<file path="config.mk">
export PLATFORM = sky130hd
export DESIGN_NAME = wpe_ctrl
export DESIGN_NICKNAME = d
export VERILOG_FILES = /design/src/rtl/wpe_pkg.sv /design/src/rtl/wpe_ctrl.sv
export SDC_FILE = /design/constraint.sdc
export NUM_CORES = 1
export LEC_CHECK = 0
export BUFFER_PORTS_ARGS = -buffer_cell sky130_fd_sc_hd__buf_4
export CORE_AREA = 2 2 39 41
export DETAILED_ROUTE_END_ITERATION = 10
export DIE_AREA = 0 0 41 43
export PLACE_DENSITY_LB_ADDON = 0.05
export SLEW_MARGIN = 15
export SYNTH_ARGS = -nofsm -noshare
export SYNTH_HDL_FRONTEND = slang
export SYNTH_SLANG_ARGS = --single-unit
</file>
<file path="constraint.sdc">
create_clock -name clk_i -period 2.19 [get_ports clk_i]
set_input_delay 0.3285 -clock clk_i [delete_from_list [all_inputs] [get_ports clk_i]]
set_output_delay 0.3285 -clock clk_i [all_outputs]
set_load 0.02 [all_outputs]
</file>
<file path="src/rtl/wpe_pkg.sv">
package wpe_pkg;

  // Plane store geometry and sample format
  localparam int MaxHeight  = 64;
  localparam int MaxWidth   = 64;
  localparam int SampleBits = 16;
  localparam int MaxKernel  = 16;

  localparam int RowW   = $clog2(MaxHeight);
  localparam int ColW   = $clog2(MaxWidth);
  localparam int AddrW  = RowW + ColW;
  localparam int Depth  = MaxHeight * MaxWidth;

  // Field widths of the configuration registers
  localparam int DimW = 7;
  localparam int KerW = 5;
  localparam int PadW = 4;

  // Window arithmetic, accumulator and divider widths
  localparam int CalcW   = 14;
  localparam int ProdW   = RowW + KerW;
  localparam int SumW    = SampleBits + AddrW;
  localparam int CellW   = AddrW + 1;
  localparam int DivCntW = $clog2(SumW);

  localparam int ApbAddrW = 5;
  localparam int ApbDataW = 32;

  typedef enum logic [2:0] {
    REG_POOL_MODE    = 3'd0,
    REG_GLOBAL_POOL  = 3'd1,
    REG_WIN_SIDE     = 3'd2,
    REG_STRIDE       = 3'd3,
    REG_PAD          = 3'd4,
    REG_PLANE_HEIGHT = 3'd5,
    REG_PLANE_WIDTH  = 3'd6,
    REG_UNUSED       = 3'd7
  } reg_idx_e;

  typedef enum logic {
    KIND_LOAD    = 1'b0,
    KIND_REQUEST = 1'b1
  } kind_e;

  typedef struct packed {
    logic            pool_mode;
    logic            global_pool;
    logic [KerW-1:0] win_side;
    logic [KerW-1:0] stride;
    logic [PadW-1:0] pad;
    logic [DimW-1:0] plane_height;
    logic [DimW-1:0] plane_width;
  } cfg_t;

  // Commands from the controller to the datapath
  typedef struct packed {
    logic load;
    logic start;
    logic calc;
    logic bound;
    logic clip;
    logic step;
    logic div_load;
    logic div_step;
    logic post;
  } cmd_t;

  // Status from the datapath to the controller
  typedef struct packed {
    logic valid;
    logic empty;
    logic last;
    logic div_last;
    logic avg;
  } sts_t;

endpackage

</file>
<file path="src/rtl/wpe_ctrl.sv">
module wpe_ctrl (
  input  logic          clk_i,
  input  logic          rst_ni,
  input  logic          in_valid_i,
  input  logic          kind_i,
  input  logic          out_free_i,
  input  wpe_pkg::sts_t sts_i,
  output wpe_pkg::cmd_t cmd_o,
  output logic          busy_o
);
  import wpe_pkg::*;

  typedef enum logic [3:0] {
    ST_IDLE,
    ST_CALC,
    ST_BOUND,
    ST_CLIP,
    ST_WALK,
    ST_DRAIN,
    ST_DSET,
    ST_DIV,
    ST_POST
  } state_e;

  state_e state_q;

  // State register
  always_ff @(posedge clk_i or negedge rst_ni) begin
    if (!rst_ni) begin
      state_q <= ST_IDLE;
    end else begin
      case (state_q)
        ST_IDLE: begin
          if (in_valid_i && kind_i == KIND_REQUEST) state_q <= ST_CALC;
        end
        ST_CALC:  state_q <= ST_BOUND;
        ST_BOUND: state_q <= ST_CLIP;
        ST_CLIP: begin
          if (sts_i.valid && !sts_i.empty) state_q <= ST_WALK;
          else                             state_q <= ST_POST;
        end
        ST_WALK: begin
          if (sts_i.last) state_q <= ST_DRAIN;
        end
        ST_DRAIN: begin
          if (sts_i.avg) state_q <= ST_DSET;
          else           state_q <= ST_POST;
        end
        ST_DSET: state_q <= ST_DIV;
        ST_DIV: begin
          if (sts_i.div_last) state_q <= ST_POST;
        end
        ST_POST: begin
          if (out_free_i) state_q <= ST_IDLE;
        end
        default: state_q <= ST_IDLE;
      endcase
    end
  end

  // Command decode
  always_comb begin
    cmd_o          = '0;
    cmd_o.load     = (state_q == ST_IDLE) && in_valid_i && (kind_i == KIND_LOAD);
    cmd_o.start    = (state_q == ST_IDLE) && in_valid_i && (kind_i == KIND_REQUEST);
    cmd_o.calc     = (state_q == ST_CALC);
    cmd_o.bound    = (state_q == ST_BOUND);
    cmd_o.clip     = (state_q == ST_CLIP);
    cmd_o.step     = (state_q == ST_WALK);
    cmd_o.div_load = (state_q == ST_DSET);
    cmd_o.div_step = (state_q == ST_DIV);
    cmd_o.post     = (state_q == ST_POST) && out_free_i;
  end

  assign busy_o = (state_q != ST_IDLE);

endmodule

</file>
==> flow_summary.yaml, run 1 <==
critical_path:
  worstPathArrival_ps: 1370
  criticalPathCategory: "reg2out"
  worstSetupEndpointType: "output port"
  cp.required_ps: 1860
  start_kind: "register"
  path_max_fanout: 13
  rr_worst_depth: 4
detailed_routing:
  antenna_left: 0
  viasPerCell: 4.56
  wirelength_um: 890
  drtPass1Iterations: 2
  num_vias: 388
  wl_per_cell_um: 10.5
  drc: 0
  drt_iter0_drc: 3
sta:
  worstMarginPinSlew_ps: 412
  fin_skew_ps: 1.44
  slew_headroom_pct: 72.5
  rsz0062_at_grt: "false"
  fmax_mhz: 590
  hold_violations: 0
  setup_violations: 0
  slew_violations: 0
  timing.setup.tns_ps: 0
  finalHoldWorstSlack_ps: 287
  timing.final.crit_share_pct: 77.4
  fin_crit_ps: 1700
hold_path:
  hold_depth: 2
  hp-class: "in2reg"
power:
  comb_power_share_pct: 58.0
  p_total_mw: 0.733
  switchingPower_mw: 0.361
  ir_drop_v: 0.000577
  pwr-share-clk_pct: 11.7
  powerDensity_mw_per_mm2: 1380
  switching_share_pct: 49.2
  intPower_mw: 0.372
  cellLeakagePower_nw: 0.262
  seqPwrFrac_pct: 30.3
yosys:
  syn_avg_cell_area_um2: 7.38
  synth_xor_area_share_pct: 0
  synth_fa_ha_area_share_pct: 0
  yosys.area_share.simple_pct: 41.4
  ys_seq_area_share_pct: 27.1
  postSynthNetCount: 60
  ys.warnings.count: 0
  syn-cell-area_um2: 369
  synth_compound_area_share_pct: 19.0
  synth_top_family_by_area: "simple AND/OR/NAND/NOR gates"
  ys_types: 24
  synth_cells: 50
  ys_ff_latch: 4
  synth.area.mux_share_pct: 0
final_layout:
  reg_top3: "state_q (4)"
  layout-drive-gt1-share_pct: 36.2
  nFillCells: 156
  largest_register: "state_q"
  layout_commonest_cell: "buf_4"
  num_antenna_cells: 0
  largest_reg_flops: 4
  nets: 81
  final_cell_mix: "19 x buf_4, 8 x nor3_1, 5 x nor2_1"
  area_growth_pct: 44.4
global_routing:
  grt_pass1_vias: 340
  use_met2_pct: 13.4
  grt_pass1_wl_um: 1410
  busiest_layer: "met1"
  grtUsageMet1_pct: 18.2
  antenna_found_initial: 0
  grt_max_degree: 14
  grt_usage_pct: 12.1
  grt_use_met3_pct: 3.14
  overflow: 0
floorplan:
  die_w_um: 41
  die_h_um: 43
  fp-row-count: 14
  core_mm2: 0.00138
  start_util_pct: 26.7
  io_pins: 20
  die_area_mm2: 0.00176
clocking:
  htree_levels: 1
  cts_setup_buffers: 0
  cts_buffer_depth: 2
  root_buffer: "clkbuf_4"
  cts_tree: "built"
  cts_made_buffers: 3
  clk_latency_ps: 230
  clkSinkCount: 4
  clk_pin_slew_ps: 30
place:
  hpwlAfterDp_um: 698
  place_congestion: 0.712
  portBuffers: 19
outcome:
  status: "finished, final reports clean"
job:
  drv_cap: 0
## path summary, 6_finish.rpt
path / startpoint / slack (ps) / end
setup / recovery: state_q[1] / 490 / cmd_o[8]
hold / removal: out_free_i / 290 / state_q[3]
setup reg to reg: state_q[1] / 880 / state_q[0]
hold reg to reg: state_q[3] / 630 / state_q[1]
max in group asynchronous: rst_ni / 1660 / state_q[3]
min in group asynchronous: rst_ni / 430 / state_q[0]
## critical path, stage by stage (launching register included)
cell	delay, ps
dfrtp_1	520
nor2_1	180
nand2_1	80
nor3b_1	180
buf_4	170
## Yosys cell counts
library cell / instances / share of area [%]
nor3_1: 8 / 11
nor2_1: 5 / 5.1
dfrtp_1: 4 / 27
inv_1: 4 / 4.1
nand2_1: 4 / 4.1
nand2b_1: 3 / 5.1
o21ai_0: 3 / 4.1
buf_4: 2 / 4.1
o21ai_1: 2 / 2.7
a21o_1: 1 / 2.0
a21oi_1: 1 / 1.4
a31o_1: 1 / 2.4
a32oi_1: 1 / 2.4
and3_1: 1 / 1.7
and3b_1: 1 / 2.4
and4_1: 1 / 2.4
buf_2: 1 / 1.4
buf_6: 1 / 3.1
nand2_2: 1 / 1.7
nor3_2: 1 / 2.7
nor3b_1: 1 / 2.0
nor3b_2: 1 / 3.4
o211ai_1: 1 / 2.0
o21bai_1: 1 / 2.0
## metrics by stage
| stage | cells | setup slack (ps) | cell area, µm² | utilization (%) |
|---|---|---|---|---|
| 2_1_floorplan | 50 | 464 | 369 | - |
| 3_3_place_gp | 81 | 721 | 500 | 36.2 |
| 3_5_place_dp | 81 | 747 | 500 | 36.2 |
| 4_1_cts | 85 | 484 | 533 | 38.5 |
| 5_1_grt | 85 | 401 | 533 | 38.5 |
| 6_report | 85 | 495 | 533 | 38.5 |
## power groups by stage
stage	combinational [mW]	clock [mW]	sequential [mW]
after global placement	0.435	0	0.227
after detailed placement	0.431	0	0.224
after floorplan	0.402	0	0.133
after global routing	0.466	0.0923	0.241
final	0.425	0.0862	0.222
after CTS	0.433	0.0923	0.223
## cells by family after synthesis
logic type | Yosys count
buffers and inverters | 8
flip-flops | 4
AND/OR/NAND/NOR | 27
AO/OA/AOI/OAI | 11
## cell type report
class                      instances  area [µm²]  area share (%)
clock buffer                       3        22.5            4.23
sequential                         4         100            18.8
tap                               16        20.0            3.76
inverter                           4        15.0            2.82
multi-input combinational         38         223            41.8
timing repair buffer              20         153            28.6
## timing repair
item / 4_1_cts / 5_1_grt
hold buffers: 1 / 0
hold endpoints to repair: 4 / 0
resized for setup: 0 / 0
## per-layer routing
metal  vias to the layer above  part of all wire [%]
met5                         -                     0
met4                         0                     0
met3                         0                   6.7
met2                        11                    44
met1                       165                    49
li1                        212                     -
Note: power is estimated with default switching activity, not from simulation.
==> inputs of run 2 (changes only) <==
--- a/config.mk
+++ b/config.mk
@@ -5,6 +5,7 @@
 export SDC_FILE = /design/constraint.sdc
 export NUM_CORES = 1
 export LEC_CHECK = 0
+export ABC_AREA = 1
 export BUFFER_PORTS_ARGS = -buffer_cell sky130_fd_sc_hd__buf_4
 export CORE_AREA = 2 2 39 41
 export DETAILED_ROUTE_END_ITERATION = 10
==> constraint.sdc (replaced) <==
create_clock -name clk_i -period 1.7 [get_ports clk_i]
set_input_delay 0.255 -clock clk_i [delete_from_list [all_inputs] [get_ports clk_i]]
set_output_delay 0.255 -clock clk_i [all_outputs]
set_load 0.02 [all_outputs]
==> flow_summary.yaml, run 2 <==
yosys:
  syn_avg_cell_area_um2: 5.97
  ys.flop_type: "dfrtp_1"
  yosysTopAreaCellShare_pct: 27.5
  synth_area_leaders: "dfrtp_1 27%, nand2_1 18%, inv_1 13%"
  synth_compound_area_share_pct: 7.56
  ys.warnings.count: 0
  synth.area.mux_share_pct: 0
  synth_common_cells: "17 x nand2_1, 13 x inv_1, 8 x nor2_1"
  ys_types: 16
  syn-cell-area_um2: 364
  synthArstFlopShare_pct: 100
  synth_fa_ha_area_share_pct: 0
  synth.largest_area_cell: "dfrtp_1"
  synth_cells: 61
  synth_top_family_by_area: "simple AND/OR/NAND/NOR gates"
  postSynthNetCount: 71
  synth.most_common_cell: "nand2_1"
  ys_ff_latch: 4
  yosys.area_share.simple_pct: 50.5
  synth_xor_area_share_pct: 0
  ys_seq_area_share_pct: 27.5
  synth_edf_count: 0
global_routing:
  grt_pass1_vias: 371
  antenna_found_initial: 0
  grt_pass1_wl_um: 1390
  grt_usage_pct: 11.6
  overflow: 0
  grt_max_degree: 8
sta:
  fin_crit_ps: 1570
  slew_headroom_pct: 83.4
  timing.final.crit_share_pct: 92.4
  fmax_mhz: 637
  fin_skew_ps: 2.26
  hold_violations: 0
  setup_violations: 0
  rsz0062_at_grt: "false"
  timing.setup.tns_ps: 0
  slew_violations: 0
  worstMarginPinSlew_ps: 247
final_layout:
  fin_area_um2: 567
  num_antenna_cells: 0
  layout-drive-gt1-share_pct: 33.3
  final_cell_mix: "19 x buf_4, 17 x nand2_1, 13 x inv_1"
  largest_reg_flops: 4
  nets: 96
  nFillCells: 163
  seq_area_um2: 100
  layout_commonest_cell: "buf_4"
  largest_register: "state_q"
  multi_input_area_um2: 219
  reg_top3: "state_q (4)"
  area_growth_pct: 55.7
outcome:
  status: "finished, final reports clean"
hold_path:
  hp-class: "in2reg"
power:
  ir_drop_v: 0.000607
  cellLeakagePower_nw: 0.343
  pwr-share-clk_pct: 12.2
  intPower_mw: 0.448
  powerDensity_mw_per_mm2: 1630
  comb_power_share_pct: 65.4
  switching_share_pct: 51.4
  seqPwrFrac_pct: 22.4
  switchingPower_mw: 0.474
critical_path:
  cp_top_family: "simple AND/OR/NAND/NOR gates"
  cp_cell_sequence: "nor2_4 > nand2_1 > nor3b_1 > buf_4"
  path_buf_inv: 1
  slowest_delay_ps: 450
  path_max_fanout: 7
  start_kind: "register"
  worstSetupEndpointType: "output port"
  worstPathArrival_ps: 1320
  cp.required_ps: 1440
  slowest_stage: "dfrtp_1"
  criticalPathCategory: "reg2out"
job:
  drv_cap: 0
place:
  dpl-instance-area_um2: 527
  portBuffers: 19
  hpwlAfterDp_um: 810
  place_congestion: 0.683
clocking:
  cts_setup_buffers: 0
  clk_pin_slew_ps: 30
  clkSinkCount: 4
  root_buffer: "clkbuf_4"
  cts_tree: "built"
  clk_latency_ps: 230
  cts_made_buffers: 3
  htree_levels: 1
  cts_buffer_depth: 2
detailed_routing:
  drtPass1Iterations: 2
  drt_iter0_drc: 3
  wl_per_cell_um: 9.08
  wirelength_um: 908
  num_vias: 430
  antenna_left: 0
  drc: 0
  viasPerCell: 4.30
floorplan:
  die_h_um: 43
  die_area_mm2: 0.00176
  core_mm2: 0.00138
  io_pins: 20
  die_w_um: 41
  start_util_pct: 26.3
  fp-row-count: 14
==> run 2: changes by cell type after synthesis, moves of 3 or more <==
cell      previous run  this run
nand2_1              4        17
inv_1                4        13
nor3_1               8         1
nand3_1              0         5
nand2b_1             3         0
nor2_1               5         8
==> run 2: metrics by stage <==
| step | utilization (%) | setup WS (ps) | hold WS (ps) | power [mW] | instances |
|---|---|---|---|---|---|
| 2_1_floorplan | - | 8.86 | -40.6 | 0.590 | 61 |
| 3_3_place_gp | 38.1 | 254 | 52.7 | 0.805 | 96 |
| 3_5_place_dp | 38.1 | 224 | 53.4 | 0.803 | 96 |
| 4_1_cts | 40.6 | 56.7 | 322 | 0.932 | 100 |
| 5_1_grt | 41.0 | 42.4 | 347 | 1.01 | 100 |
| 6_report | 41.0 | 129 | 320 | 0.922 | 100 |
==> run 2: cells by family (layout without fill, tap and decap cells) <==
| group | count (synthesis) | in the layout |
|---|---|---|
| buffers and inverters | 14 | 37 |
| AOI/OAI and AO/OA | 4 | 4 |
| and+or+nand+nor | 39 | 39 |
| DFF | 4 | 4 |
==> run 2: layout make-up <==
type,instances,area share (%)
multi-input combinational,43,38.6
inverter,14,9.27
sequential,4,17.7
tap,16,3.53
clock buffer,3,3.97
timing repair buffer,20,26.9
==> run 2: power by group through the flow <==
stage | Sequential (mW) | Combinational (mW) | Clock (mW)
floorplan | 0.184 | 0.406 | 0
global placement | 0.196 | 0.609 | 0
detailed placement | 0.197 | 0.606 | 0
CTS | 0.200 | 0.612 | 0.121
global route | 0.215 | 0.667 | 0.125
finish | 0.207 | 0.603 | 0.112
==> run 2: repair_timing <==
item / 4_1_cts / 5_1_grt
hold buffers: 1 / 0
resized for setup: 1 / 1
setup endpoints to repair: 2 / 1
endpoints found under the hold margin: 4 / 0
==> run 2: metal layers <==
| metal | share of wire (%) | vias up | global-route usage (%) |
|---|---|---|---|
| met2 | 48 | 8 | 17.2 |
| met3 | 4.2 | 0 | 1.57 |
| met5 | 0 | - | 0 |
| met4 | 0 | 0 | 6.00 |
| met1 | 48 | 186 | 15.7 |
| li1 | - | 236 | - |
==> run 2: worst paths after layout <==
kind                                  from         end  slack, ps  depth (start not counted)
worst min register to register  state_q[3]  state_q[0]        670                          3
worst max register to register  state_q[1]  state_q[2]        530                          7
min in group asynchronous           rst_ni  state_q[3]        360                          2
worst max-delay path            state_q[1]    cmd_o[8]        130                          4
max in group asynchronous           rst_ni  state_q[1]       1240                          2
worst min-delay path              sts_i[1]  state_q[0]        320                          4
==> run 2: worst register-to-register path, cell delays in order (launching register included) <==
cell     delay [ps]
dfrtp_1         460
nand2_1         130
inv_1           100
nand3_2          90
nand2_1         110
nor2_2           60
nand2_1          60
nand2_1          50
==> inputs of run 3 (changes only) <==
--- a/config.mk
+++ b/config.mk
@@ -11,6 +11,7 @@
 export DETAILED_ROUTE_END_ITERATION = 10
 export DIE_AREA = 0 0 41 43
 export PLACE_DENSITY_LB_ADDON = 0.05
+export SETUP_SLACK_MARGIN = 0.2
 export SLEW_MARGIN = 15
 export SYNTH_ARGS = -nofsm -noshare
 export SYNTH_HDL_FRONTEND = slang
==> constraint.sdc (replaced) <==
create_clock -name clk_i -period 1.7 [get_ports clk_i]
set_input_delay 0.17 -clock clk_i [delete_from_list [all_inputs] [get_ports clk_i]]
set_output_delay 0.17 -clock clk_i [all_outputs]
set_load 0.02 [all_outputs]
==> flow_summary.yaml, run 3 (synthesis results as in run 2) <==
critical_path:
  worstPathArrival_ps: 1260
  slowest_stage: "dfrtp_2"
  cp.required_ps: 1530
  cp_top_family: "flip-flops"
  start_kind: "register"
  reg2reg_slack_ps: 520
  worstSetupEndpointType: "output port"
  path_max_fanout: 5
  criticalPathCategory: "reg2out"
  reg2reg_to: "state_q[2]"
  slowest_delay_ps: 440
  cp_cell_sequence: "nor2_4 > nand2_1 > nor3b_2 > buf_4"
  r2r_start: "state_q[0]"
  path_buf_inv: 1
  rr_worst_depth: 7
place:
  portBuffers: 19
  place_congestion: 0.785
  hpwlAfterDp_um: 801
sta:
  timing.setup.tns_ps: 0
  fin_skew_ps: 2.31
  hold_violations: 0
  fmax_mhz: 700
  slew_headroom_pct: 87.5
  worstMarginPinSlew_ps: 186
  fin_crit_ps: 1430
  setup_violations: 0
  rsz0062_at_grt: "true"
  timing.final.crit_share_pct: 84.0
  slew_violations: 0
floorplan:
  core_mm2: 0.00138
  die_w_um: 41
  start_util_pct: 26.3
  die_area_mm2: 0.00176
  die_h_um: 43
  fp-row-count: 14
  io_pins: 20
power:
  powerDensity_mw_per_mm2: 1650
  cellLeakagePower_nw: 0.347
  ir_drop_v: 0.000570
detailed_routing:
  drtPass1Iterations: 4
  viasPerCell: 4.51
  antenna_left: 0
  wirelength_um: 950
  num_vias: 456
  wl_per_cell_um: 9.41
  drt_iter0_drc: 9
  drc: 0
final_layout:
  largest_reg_flops: 4
  area_growth_pct: 63.9
  final_cell_mix: "20 x buf_4, 16 x nand2_1, 13 x inv_1"
  nets: 97
  num_antenna_cells: 0
  reg_top3: "state_q (4)"
  largest_register: "state_q"
  layout_commonest_cell: "buf_4"
  fin_util_pct: 43.1
  layout-drive-gt1-share_pct: 42.4
global_routing:
  grt_pass1_wl_um: 1570
  grt_usage_pct: 13.4
  grt_use_met3_pct: 4.71
  overflow: 0
  use_met2_pct: 19.7
  grt_max_degree: 8
  grtUsageMet1_pct: 17.0
  busiest_layer: "met2"
  grt_pass1_vias: 407
  antenna_found_initial: 0
hold_path:
  hp-class: "in2reg"
  hold_end: "state_q[0]"
  hold_depth: 4
  hp-start: "sts_i[1]"
clocking:
  cts_tree: "built"
  htree_levels: 1
  clk_latency_ps: 230
  root_buffer: "clkbuf_4"
  clk_pin_slew_ps: 40
  cts_buffer_depth: 2
  cts_made_buffers: 3
  clkSinkCount: 4
job:
  drv_cap: 0
outcome:
  status: "finished, final reports clean"
run 3: where the power goes:
| part | leakage, nW | internal (mW) | total, mW | switching, mW |
|---|---|---|---|---|
| sequential | 0.0481 | 0.144 | 0.216 | 0.0720 |
| clock | 0.0138 | 0.0792 | 0.120 | 0.0413 |
| combinational | 0.285 | 0.257 | 0.649 | 0.392 |
| total | 0.347 | 0.480 | 0.986 | 0.506 |
run 3: stage by stage:
| step | hold WS (ps) | power [mW] | std cells | instance area (µm²) | setup WS [ps] |
|---|---|---|---|---|---|
| after CTS | 223 | 0.966 | 100 | 583 | 213 |
| after global routing | 249 | 1.08 | 101 | 597 | 174 |
| final | 222 | 0.986 | 101 | 597 | 271 |
| after floorplan | -126 | 0.602 | 61 | 375 | 282 |
| after detailed placement | -30.4 | 0.812 | 96 | 538 | 336 |
| after global placement | -30.0 | 0.814 | 96 | 538 | 372 |
run 3: worst max path at each step:
stage	start	to	slack, ps	cells past startpoint
after floorplan	state_q[1]	cmd_o[8]	280	3
after global placement	state_q[1]	cmd_o[8]	370	4
after detailed placement	state_q[1]	cmd_o[8]	340	4
after CTS	state_q[1]	cmd_o[8]	210	4
after global routing	state_q[0]	cmd_o[8]	170	4
final	state_q[0]	cmd_o[8]	270	4
run 3: layer usage:
layer  share of wire, %  vias to the layer above
met5                  0                        -
met3                6.4                        0
met1                 44                      198
met2                 49                       16
li1                   -                      242
met4                  0                        0
run 3: worst reg2reg max path, delay by kind of cell (launching register included):
kind                   cells  cell delay, ps
and+or+nand+nor            6             510
DFF                        1             440
buffers and inverters      1             120
run 3: layout make-up:
cell class	instances	area, µm²
inverters	14	52.6
well taps	16	20.0
clock buffers	3	22.5
fillers	169	787
multi-input cells	43	238
flip-flops and latches	4	104
repair buffers	21	160
run 3: repair_timing:
action	in CTS	in global routing
endpoints found under the hold margin	4	0
setup buffers	0	1
endpoints found under the setup margin	5	6
resized for setup	3	4
cloned	0	0
hold buffers	1	0
pin swaps	0	1
